$ cat src/design/es2cd_pkg.sv
`timescale 1ns / 1ps
// Package for the epoch seconds to calendar date core.
// Holds widths, constants, the back-end state type, the queue status type and the month length table.
// Used by every module of the block; depends on nothing.
package es2cd_pkg;

   localparam int LOCAL_WIDTH  = 32;
   localparam int EPOCH_WIDTH  = 31;
   localparam int ZONE_WIDTH   = 17;
   localparam int DAYS_WIDTH   = 15;
   localparam int YEAR_WIDTH   = 11;
   localparam int MONTH_WIDTH  = 4;
   localparam int DAY_WIDTH    = 5;
   localparam int HOUR_WIDTH   = 5;
   localparam int MINUTE_WIDTH = 6;
   localparam int SECOND_WIDTH = 6;
   localparam int REM_WIDTH    = 6;
   localparam int YLEN_WIDTH   = 9;

   localparam int QUEUE_DEPTH = 2;

   localparam logic signed [ZONE_WIDTH-1:0] ZONE_RESET = 17'sd28800;

   localparam logic [YEAR_WIDTH-1:0] BASE_YEAR        = 11'd1970;
   localparam logic [6:0]            BASE_YEAR_MOD100 = 7'd70;
   localparam logic [8:0]            BASE_YEAR_MOD400 = 9'd370;

   localparam logic [REM_WIDTH-1:0] SECS_PER_MIN   = 6'd60;
   localparam logic [REM_WIDTH-1:0] MINS_PER_HOUR  = 6'd60;
   localparam logic [REM_WIDTH-1:0] HOURS_PER_DAY  = 6'd24;

   // Reciprocals for division by 60 and by 24. The quotient is the product
   // shifted right; both are exact for every 32-bit dividend.
   localparam logic [LOCAL_WIDTH-1:0] DIV60_MAGIC = 32'h88888889;
   localparam int                     DIV60_SHIFT = 37;
   localparam logic [LOCAL_WIDTH-1:0] DIV24_MAGIC = 32'hAAAAAAAB;
   localparam int                     DIV24_SHIFT = 36;

   localparam logic [1:0] PASS_SEC  = 2'd0;
   localparam logic [1:0] PASS_MIN  = 2'd1;
   localparam logic [1:0] PASS_HOUR = 2'd2;

   localparam logic [MONTH_WIDTH-1:0] MONTH_FEB = 4'd1;
   localparam logic [MONTH_WIDTH-1:0] MONTH_DEC = 4'd11;

   typedef enum logic [2:0] {
      ST_IDLE,
      ST_DIV,
      ST_YEAR,
      ST_MONTH,
      ST_OUT
   } back_state_type;

   typedef struct packed {
      logic full;
      logic empty;
   } fifo_status_type;

   // Days in a month, counted from 0 for January.
   function automatic logic [DAY_WIDTH-1:0] month_length(
      input logic [MONTH_WIDTH-1:0] month,
      input logic                   leap
   );
      logic [DAY_WIDTH-1:0] len;
      begin
         case (month)
            MONTH_FEB:              len = leap ? 5'd29 : 5'd28;
            4'd3, 4'd5, 4'd8, 4'd10: len = 5'd30;
            default:                len = 5'd31;
         endcase
         return len;
      end
   endfunction

endpackage

$ cat src/design/es2cd_front.sv
`timescale 1ns / 1ps
// Front end: holds the time-zone register, accepts input words, applies the
// offset with saturation at zero and hands the local second count to the queue.
// Depends on es2cd_pkg.
module es2cd_front (
   input  logic                                       clock,
   input  logic                                       reset,
   input  logic                                       push,
   output logic                                       full,
   input  logic [es2cd_pkg::EPOCH_WIDTH-1:0]          req_epoch_seconds,
   input  logic                                       csr_write_enable,
   input  logic [es2cd_pkg::ZONE_WIDTH-1:0]           csr_write_data,
   input  es2cd_pkg::fifo_status_type                 fifo_status,
   output logic                                       fifo_push,
   output logic [es2cd_pkg::LOCAL_WIDTH-1:0]          fifo_data
);

   logic signed [es2cd_pkg::ZONE_WIDTH-1:0]  zone_ff, zone_in;
   logic [es2cd_pkg::LOCAL_WIDTH-1:0]        local_ff, local_in;
   logic                                     valid_ff, valid_in;
   logic                                     accept;
   logic signed [es2cd_pkg::LOCAL_WIDTH:0]   sum;

   assign sum = $signed({2'b00, req_epoch_seconds}) + (es2cd_pkg::LOCAL_WIDTH + 1)'(zone_ff);

   assign full      = valid_ff & fifo_status.full;
   assign accept    = push & ~full;
   assign fifo_push = valid_ff & ~fifo_status.full;
   assign fifo_data = local_ff;

   always_comb begin
      zone_in  = csr_write_enable ? $signed(csr_write_data) : zone_ff;
      valid_in = accept | (valid_ff & fifo_status.full);
      local_in = local_ff;
      if (accept) begin
         // A local time before the epoch saturates to the epoch itself.
         local_in = sum[es2cd_pkg::LOCAL_WIDTH] ? '0 : sum[es2cd_pkg::LOCAL_WIDTH-1:0];
      end
   end

   always_ff @(posedge clock) begin
      if (reset) begin
         zone_ff  <= es2cd_pkg::ZONE_RESET;
         valid_ff <= 1'b0;
      end else begin
         zone_ff  <= zone_in;
         valid_ff <= valid_in;
      end
      local_ff <= local_in;
   end

endmodule

$ cat src/design/es2cd_fifo.sv
`timescale 1ns / 1ps
// Short queue of local second counts between the front and back ends.
// Depends on es2cd_pkg for the status struct.
module es2cd_fifo #(
   parameter int Depth = es2cd_pkg::QUEUE_DEPTH,
   parameter int Width = es2cd_pkg::LOCAL_WIDTH
) (
   input  logic                        clock,
   input  logic                        reset,
   input  logic                        push,
   input  logic [Width-1:0]            push_data,
   input  logic                        pop,
   output logic [Width-1:0]            pop_data,
   output es2cd_pkg::fifo_status_type  status
);

   localparam int PtrWidth   = $clog2(Depth);
   localparam int CountWidth = $clog2(Depth + 1);
   localparam logic [PtrWidth-1:0]   LastPtr  = PtrWidth'(Depth - 1);
   localparam logic [CountWidth-1:0] FullCount = CountWidth'(Depth);

   logic [Width-1:0]      store_ff [Depth];
   logic [PtrWidth-1:0]   wr_ptr_ff, wr_ptr_in;
   logic [PtrWidth-1:0]   rd_ptr_ff, rd_ptr_in;
   logic [CountWidth-1:0] count_ff, count_in;
   logic                  do_push, do_pop;

   assign status.full  = (count_ff == FullCount);
   assign status.empty = (count_ff == '0);
   assign do_push      = push & ~status.full;
   assign do_pop       = pop & ~status.empty;
   assign pop_data     = store_ff[rd_ptr_ff];

   always_comb begin
      wr_ptr_in = wr_ptr_ff;
      rd_ptr_in = rd_ptr_ff;
      count_in  = count_ff;
      if (do_push) begin
         wr_ptr_in = (wr_ptr_ff == LastPtr) ? '0 : wr_ptr_ff + 1'b1;
      end
      if (do_pop) begin
         rd_ptr_in = (rd_ptr_ff == LastPtr) ? '0 : rd_ptr_ff + 1'b1;
      end
      if (do_push && !do_pop) begin
         count_in = count_ff + 1'b1;
      end else if (do_pop && !do_push) begin
         count_in = count_ff - 1'b1;
      end
   end

   always_ff @(posedge clock) begin
      if (reset) begin
         wr_ptr_ff <= '0;
         rd_ptr_ff <= '0;
         count_ff  <= '0;
      end else begin
         wr_ptr_ff <= wr_ptr_in;
         rd_ptr_ff <= rd_ptr_in;
         count_ff  <= count_in;
      end
      if (do_push) begin
         store_ff[wr_ptr_ff] <= push_data;
      end
   end

endmodule

$ cat src/design/es2cd_back.sv
`timescale 1ns / 1ps
// Back end: splits a local second count by reciprocal multiplication, walks years
// and months from 1970, and holds the finished result word for the reader.
// Depends on es2cd_pkg.
module es2cd_back (
   input  logic                                   clock,
   input  logic                                   reset,
   input  es2cd_pkg::fifo_status_type             fifo_status,
   input  logic [es2cd_pkg::LOCAL_WIDTH-1:0]      fifo_data,
   output logic                                   fifo_pop,
   output logic                                   empty,
   input  logic                                   pop,
   output logic [es2cd_pkg::YEAR_WIDTH-1:0]       rsp_year,
   output logic [es2cd_pkg::MONTH_WIDTH-1:0]      rsp_month,
   output logic [es2cd_pkg::DAY_WIDTH-1:0]        rsp_day_of_month,
   output logic [es2cd_pkg::HOUR_WIDTH-1:0]       rsp_hour,
   output logic [es2cd_pkg::MINUTE_WIDTH-1:0]     rsp_minute,
   output logic [es2cd_pkg::SECOND_WIDTH-1:0]     rsp_second
);

   localparam int LW = es2cd_pkg::LOCAL_WIDTH;
   localparam int RW = es2cd_pkg::REM_WIDTH;
   localparam int PW = 2 * LW;

   es2cd_pkg::back_state_type state_ff, state_in;

   logic [LW-1:0]                       num_ff, num_in;
   logic [LW-1:0]                       quot_ff, quot_in;
   logic                                phase_ff, phase_in;
   logic [1:0]                          pass_ff, pass_in;
   logic [RW-1:0]                       sec_ff, sec_in;
   logic [RW-1:0]                       min_ff, min_in;
   logic [RW-1:0]                       hour_ff, hour_in;
   logic [es2cd_pkg::DAYS_WIDTH-1:0]    days_ff, days_in;
   logic [es2cd_pkg::YEAR_WIDTH-1:0]    year_ff, year_in;
   logic [6:0]                          mod100_ff, mod100_in;
   logic [8:0]                          mod400_ff, mod400_in;
   logic [es2cd_pkg::MONTH_WIDTH-1:0]   month_ff, month_in;
   logic                                out_valid_ff, out_valid_in;
   logic                                load_out;

   logic [RW-1:0]                       divisor;
   logic [LW-1:0]                       magic;
   logic [PW-1:0]                       product;
   logic [LW-1:0]                       quotient;
   logic [RW-1:0]                       remainder;
   logic                                leap;
   logic [es2cd_pkg::YLEN_WIDTH-1:0]    ylen;
   logic [es2cd_pkg::DAY_WIDTH-1:0]     mlen;

   always_comb begin
      unique case (pass_ff)
         es2cd_pkg::PASS_SEC: begin
            divisor = es2cd_pkg::SECS_PER_MIN;
            magic   = es2cd_pkg::DIV60_MAGIC;
         end
         es2cd_pkg::PASS_MIN: begin
            divisor = es2cd_pkg::MINS_PER_HOUR;
            magic   = es2cd_pkg::DIV60_MAGIC;
         end
         default: begin
            divisor = es2cd_pkg::HOURS_PER_DAY;
            magic   = es2cd_pkg::DIV24_MAGIC;
         end
      endcase
   end

   // In each pass the quotient from the reciprocal product is
   // registered first, and the remainder follows from its low bits.
   assign product   = PW'(num_ff) * PW'(magic);
   assign quotient  = (pass_ff == es2cd_pkg::PASS_HOUR) ?
                      LW'(product >> es2cd_pkg::DIV24_SHIFT) :
                      LW'(product >> es2cd_pkg::DIV60_SHIFT);
   assign remainder = RW'(num_ff[RW-1:0] - RW'(quot_ff[RW-1:0] * divisor));

   assign leap = ((year_ff[1:0] == 2'b00) && (mod100_ff != '0)) || (mod400_ff == '0);
   assign ylen = leap ? 9'd366 : 9'd365;
   assign mlen = es2cd_pkg::month_length(month_ff, leap);

   assign empty = ~out_valid_ff;

   always_comb begin
      state_in     = state_ff;
      num_in       = num_ff;
      quot_in      = quot_ff;
      phase_in     = phase_ff;
      pass_in      = pass_ff;
      sec_in       = sec_ff;
      min_in       = min_ff;
      hour_in      = hour_ff;
      days_in      = days_ff;
      year_in      = year_ff;
      mod100_in    = mod100_ff;
      mod400_in    = mod400_ff;
      month_in     = month_ff;
      fifo_pop     = 1'b0;
      load_out     = 1'b0;
      out_valid_in = out_valid_ff & ~pop;

      unique case (state_ff)
         es2cd_pkg::ST_IDLE: begin
            if (!fifo_status.empty) begin
               fifo_pop = 1'b1;
               num_in   = fifo_data;
               phase_in = 1'b0;
               pass_in  = es2cd_pkg::PASS_SEC;
               state_in = es2cd_pkg::ST_DIV;
            end
         end
         es2cd_pkg::ST_DIV: begin
            if (!phase_ff) begin
               quot_in  = quotient;
               phase_in = 1'b1;
            end else begin
               num_in   = quot_ff;
               phase_in = 1'b0;
               unique case (pass_ff)
                  es2cd_pkg::PASS_SEC: begin
                     sec_in  = remainder;
                     pass_in = es2cd_pkg::PASS_MIN;
                  end
                  es2cd_pkg::PASS_MIN: begin
                     min_in  = remainder;
                     pass_in = es2cd_pkg::PASS_HOUR;
                  end
                  default: begin
                     hour_in   = remainder;
                     days_in   = quot_ff[es2cd_pkg::DAYS_WIDTH-1:0];
                     year_in   = es2cd_pkg::BASE_YEAR;
                     mod100_in = es2cd_pkg::BASE_YEAR_MOD100;
                     mod400_in = es2cd_pkg::BASE_YEAR_MOD400;
                     state_in  = es2cd_pkg::ST_YEAR;
                  end
               endcase
            end
         end
         es2cd_pkg::ST_YEAR: begin
            if (days_ff < es2cd_pkg::DAYS_WIDTH'(ylen)) begin
               month_in = '0;
               state_in = es2cd_pkg::ST_MONTH;
            end else begin
               days_in   = days_ff - es2cd_pkg::DAYS_WIDTH'(ylen);
               year_in   = year_ff + 1'b1;
               mod100_in = (mod100_ff == 7'd99) ? '0 : mod100_ff + 1'b1;
               mod400_in = (mod400_ff == 9'd399) ? '0 : mod400_ff + 1'b1;
            end
         end
         es2cd_pkg::ST_MONTH: begin
            if ((days_ff < es2cd_pkg::DAYS_WIDTH'(mlen)) || (month_ff == es2cd_pkg::MONTH_DEC)) begin
               state_in = es2cd_pkg::ST_OUT;
            end else begin
               days_in  = days_ff - es2cd_pkg::DAYS_WIDTH'(mlen);
               month_in = month_ff + 1'b1;
            end
         end
         es2cd_pkg::ST_OUT: begin
            // Wait until the result register is free or being read this cycle.
            if (!out_valid_ff || pop) begin
               load_out     = 1'b1;
               out_valid_in = 1'b1;
               state_in     = es2cd_pkg::ST_IDLE;
            end
         end
         default: begin
            state_in = es2cd_pkg::ST_IDLE;
         end
      endcase
   end

   always_ff @(posedge clock) begin
      if (reset) begin
         state_ff     <= es2cd_pkg::ST_IDLE;
         out_valid_ff <= 1'b0;
      end else begin
         state_ff     <= state_in;
         out_valid_ff <= out_valid_in;
      end
      num_ff    <= num_in;
      quot_ff   <= quot_in;
      phase_ff  <= phase_in;
      pass_ff   <= pass_in;
      sec_ff    <= sec_in;
      min_ff    <= min_in;
      hour_ff   <= hour_in;
      days_ff   <= days_in;
      year_ff   <= year_in;
      mod100_ff <= mod100_in;
      mod400_ff <= mod400_in;
      month_ff  <= month_in;
      if (load_out) begin
         rsp_year         <= year_ff;
         rsp_month        <= month_ff + 1'b1;
         rsp_day_of_month <= days_ff[es2cd_pkg::DAY_WIDTH-1:0] + 1'b1;
         rsp_hour         <= hour_ff[es2cd_pkg::HOUR_WIDTH-1:0];
         rsp_minute       <= min_ff;
         rsp_second       <= sec_ff;
      end
   end

endmodule

$ cat src/design/epoch_seconds_to_calendar_date_core.sv
`timescale 1ns / 1ps
// Epoch seconds to local calendar date and time.
// Input: write a word on req_epoch_seconds with push while full is low.
// Output: while empty is low, rsp_* hold the oldest result word; pop takes it.
// Configuration: csr_write_enable with csr_write_data sets the signed zone
// offset in seconds, added before conversion; write it only while idle.
// A local time before the epoch gives 1970-01-01 00:00:00.
// An accepted word passes the front register and the queue, then three passes
// that divide by 60, 60 and 24 with a reciprocal multiply, a walk over the
// whole years after 1970 and one over the month steps (at most 78 steps in
// all), and a load of the result register, after which empty goes low.
// The back end works on one word at a time. The front register and a short
// queue take up to QueueDepth + 1 further words while the back end is busy.
// A stalled reader holds the result register; the back end then waits with
// its next finished word, and the front fills and raises full.
// Reset clears all handshake state and sets the offset to +8 hours.
// Depends on es2cd_pkg, es2cd_front, es2cd_fifo and es2cd_back.
module epoch_seconds_to_calendar_date_core #(
   parameter int QueueDepth = es2cd_pkg::QUEUE_DEPTH
) (
   input  logic                                   clock,
   input  logic                                   reset,
   input  logic                                   push,
   output logic                                   full,
   input  logic [es2cd_pkg::EPOCH_WIDTH-1:0]      req_epoch_seconds,
   output logic                                   empty,
   input  logic                                   pop,
   output logic [es2cd_pkg::YEAR_WIDTH-1:0]       rsp_year,
   output logic [es2cd_pkg::MONTH_WIDTH-1:0]      rsp_month,
   output logic [es2cd_pkg::DAY_WIDTH-1:0]        rsp_day_of_month,
   output logic [es2cd_pkg::HOUR_WIDTH-1:0]       rsp_hour,
   output logic [es2cd_pkg::MINUTE_WIDTH-1:0]     rsp_minute,
   output logic [es2cd_pkg::SECOND_WIDTH-1:0]     rsp_second,
   input  logic                                   csr_write_enable,
   input  logic [es2cd_pkg::ZONE_WIDTH-1:0]       csr_write_data
);

   es2cd_pkg::fifo_status_type              fifo_status;
   logic                                    fifo_push;
   logic                                    fifo_pop;
   logic [es2cd_pkg::LOCAL_WIDTH-1:0]       fifo_wdata;
   logic [es2cd_pkg::LOCAL_WIDTH-1:0]       fifo_rdata;

   es2cd_front u_front (
      .clock             (clock),
      .reset             (reset),
      .push              (push),
      .full              (full),
      .req_epoch_seconds (req_epoch_seconds),
      .csr_write_enable  (csr_write_enable),
      .csr_write_data    (csr_write_data),
      .fifo_status       (fifo_status),
      .fifo_push         (fifo_push),
      .fifo_data         (fifo_wdata)
   );

   es2cd_fifo #(
      .Depth (QueueDepth),
      .Width (es2cd_pkg::LOCAL_WIDTH)
   ) u_fifo (
      .clock     (clock),
      .reset     (reset),
      .push      (fifo_push),
      .push_data (fifo_wdata),
      .pop       (fifo_pop),
      .pop_data  (fifo_rdata),
      .status    (fifo_status)
   );

   es2cd_back u_back (
      .clock            (clock),
      .reset            (reset),
      .fifo_status      (fifo_status),
      .fifo_data        (fifo_rdata),
      .fifo_pop         (fifo_pop),
      .empty            (empty),
      .pop              (pop),
      .rsp_year         (rsp_year),
      .rsp_month        (rsp_month),
      .rsp_day_of_month (rsp_day_of_month),
      .rsp_hour         (rsp_hour),
      .rsp_minute       (rsp_minute),
      .rsp_second       (rsp_second)
   );

endmodule
$ cat config.mk
export PLATFORM = sky130hd
export DESIGN_NAME = epoch_seconds_to_calendar_date_core
export DESIGN_NICKNAME = d
export VERILOG_FILES = /design/src/design/es2cd_pkg.sv /design/src/design/es2cd_front.sv /design/src/design/es2cd_fifo.sv /design/src/design/es2cd_back.sv /design/src/design/epoch_seconds_to_calendar_date_core.sv
export SDC_FILE = /design/constraint.sdc
export NUM_CORES = 2
export LEC_CHECK = 0
export BUFFER_PORTS_ARGS = -buffer_cell sky130_fd_sc_hd__buf_2
export CELL_PAD_IN_SITES_DETAIL_PLACEMENT = 1
export CELL_PAD_IN_SITES_GLOBAL_PLACEMENT = 1
export CORE_UTILIZATION = 40
export CTS_CLUSTER_DIAMETER = 150
export DETAILED_ROUTE_END_ITERATION = 8
export PLACE_DENSITY = 0.68
export SETUP_SLACK_MARGIN = 0.3
export SLEW_MARGIN = 25
export SYNTH_ARGS = -nofsm -noshare
export SYNTH_HDL_FRONTEND = slang
export SYNTH_SLANG_ARGS = --single-unit
$ cat constraint.sdc
create_clock -name clock -period 12.6 [get_ports clock]
set_input_delay 1.26 -clock clock [delete_from_list [all_inputs] [get_ports clock]]
set_output_delay 1.26 -clock clock [all_outputs]
set_load 0.05 [all_outputs]
==> metrics.txt <==
first-pass GRT wire length=roughly 150000 um; Hold EP=u_back.rsp_minute[2]; slowest stage delay, CP=slightly above 1000 ps; min Tclk post-route=between 9000 and 10000 ps; sequential area share after synthesis=0.263; routed wire length per instance=23.0 um; Worst R2R Setup Slack=~3000 ps; worst-margin pin slew=between 1000 and 1500 ps; DRC errors left=0; crit share post-route=0.761; final setup fails=0; max-cap violations=0; DIE HEIGHT=between 200 and 300 um; GP Congestion=just under 1; n_diodes=0; Ys Warns=0; hold_buf cts=0; routed wire length=96300 um; Via density=5.23; Crit Path Class=register to register; Worst R2R Start=u_back.pass_ff[1]; Worst Path Max Fanout=11; Sink Count=about 290; area growth from synthesis to layout=8.56%; Post-synth top cells=inv_1 (720), ha_1 (422), fa_1 (391); Worst Setup Start Kind=register; cell chosen for the clock root=clkbuf_16; Hold Path Depth=0; postcts setup bufs=0; CP Capture Type=register; RSZ-0062 raised after global routing=false; H-tree depth=1; Mapped Cells=3059; clk slew on worst S/H paths=approximately 60 ps; syn avg cell area=around 10 um2; die width=around 280 um; post-CTS sizing=0; critical path required time=12920 ps; 1st-iter DRT viols=roughly 1400; WL met1=41800 um; DR pass1 iterations=7; asr flop ratio synth=0; CTS tree=built; top cell type's share of synthesized area=0.248; initial antenna violation count=2; Worst slew margin=0.270; post-route setup slack=between 3000 and 4000 ps; synth top area cells=fa_1 (25%), edfxtp_1 (25%), ha_1 (17%), inv_1 (8.6%), xnor2_1 (2.9%); Critical R2R Capture=u_back.quot_ff[24]; multi-input logic area=about 20000 um2; vias in the first global route=around 25000; core area=a little under 80000 um2; metal3 WL=4040 um; Initial Util=0.406; Max Used Layer=met4; Achievable Freq=between 100 and 150 MHz; final net count=3993; Post-synth EDFFs=259; max-slew violations=0; Netlist cell types=80; clock insertion delay at the later pin of the skew report=just under 600 ps; register area=a little over 8000 um2; Die ar.=80100 um2; Mapped Area=around 32000 um2; GR Overflow Total=0; WP data arrival=9910 ps; total CTS buffers=31; top-count cell post-synth=inv_1; Place WS=between 3000 and 4000 ps; leading area contributor after synthesis=fa_1; ys flop type=edfxtp_1; Final Hold Fails=0; I/O Pins=92; CP delay by family, top=adder cells; crit path from=u_back.pass_ff[1]; Hold Crit Class=register to register; FP Rows=between 100 and 150; status=completed; share of cells above drive strength 1=0.0663; CP Buf/Inv Count=5; min-delay src=u_back.min_ff[2]; gr usage total=0.246; Port Buf Inserts=roughly 90; Seq cells post-synth=around 290; Reg2Reg Depth=26; Layout Skew=approximately 20 ps; Setup TNS=0 ps; DP HPWL=just over 80000 um; CP max stage cell=nor2_1; met2 wire length=around 48000 um; Filler cells=8735; crit-path most repeated cell=fa_1; largest net degree at the start of global routing=62; Detail Route Antenna Nets=0; Longest Clk Path Bufs=3; Syn Nets=around 3900; Via Count=approximately 22000
-- metrics by stage --
step                      utilization  cells  area, um2  hold WS [ps]
after floorplan                     -   3059      31600           400
after global placement          0.427   4133      33200           403
final                           0.441   4192      34300           420
after global routing            0.441   4192      34300           430
after detailed placement        0.427   4133      33200           406
after CTS                       0.440   4191      34300           421
-- routing by layer --
metal  track usage  vias up
met5             0        -
met4        0.0623        0
met3        0.0238      110
met2         0.425      480
met1         0.331    11295
li1              -    10024
-- sequential cells by signal (all words and copies together), names as in the netlist, 11 cells and up, named ones only --
signal             flops
u_front.fifo_data     32
u_front.zone_ff       17
u_back.quot_ff        28
u_back.days_ff        15
u_back.num_ff         32
u_back.year_ff        11
u_fifo.store_ff       64
u_back.rsp_year       11
-- final cells by class --
cell class | instances | area share
clock buffer | 37 | 0.0233
clock inverter | 21 | 0.00762
inverter | 721 | 0.0789
multi-input combinational | 1981 | 0.593
sequential | 286 | 0.242
tap | 1040 | 0.0379
timing repair buffer | 106 | 0.0169
-- worst max-delay path by stage --
stage,endpoint,depth (start not counted)
2_1_floorplan,u_back.quot_ff[24],29
3_3_place_gp,u_back.quot_ff[24],26
3_5_place_dp,u_back.quot_ff[24],26
4_1_cts,u_back.quot_ff[24],26
5_1_grt,u_back.quot_ff[24],26
6_report,u_back.quot_ff[24],26
-- kinds of logic after synthesis --
logic type / after synthesis / synth area share
flops: 286 / 0.263
buf+inv: 792 / 0.0943
fa+ha+maj: 813 / 0.415
xor+xnor: 164 / 0.0461
mux: 65 / 0.0210
simple gates: 555 / 0.0819
compound gates: 384 / 0.0787
-- layout by cell type, fill, tap and decap left out, types with 58 or more instances in the layout --
cell      synthesis  final
o21ai_0          96     95
ha_1            422    422
nor2_1          164    159
a21oi_1         108    107
xnor2_1         103    103
nand2_1         182    182
edfxtp_1        259    259
a21o_1           59     58
xor2_1           59     59
fa_1            391    391
inv_1           720    720
buf_2             3     91
Power is left out: the tool's default activity adds up to more than one toggle a clock period on the data nets, which glitch-free logic cannot reach.
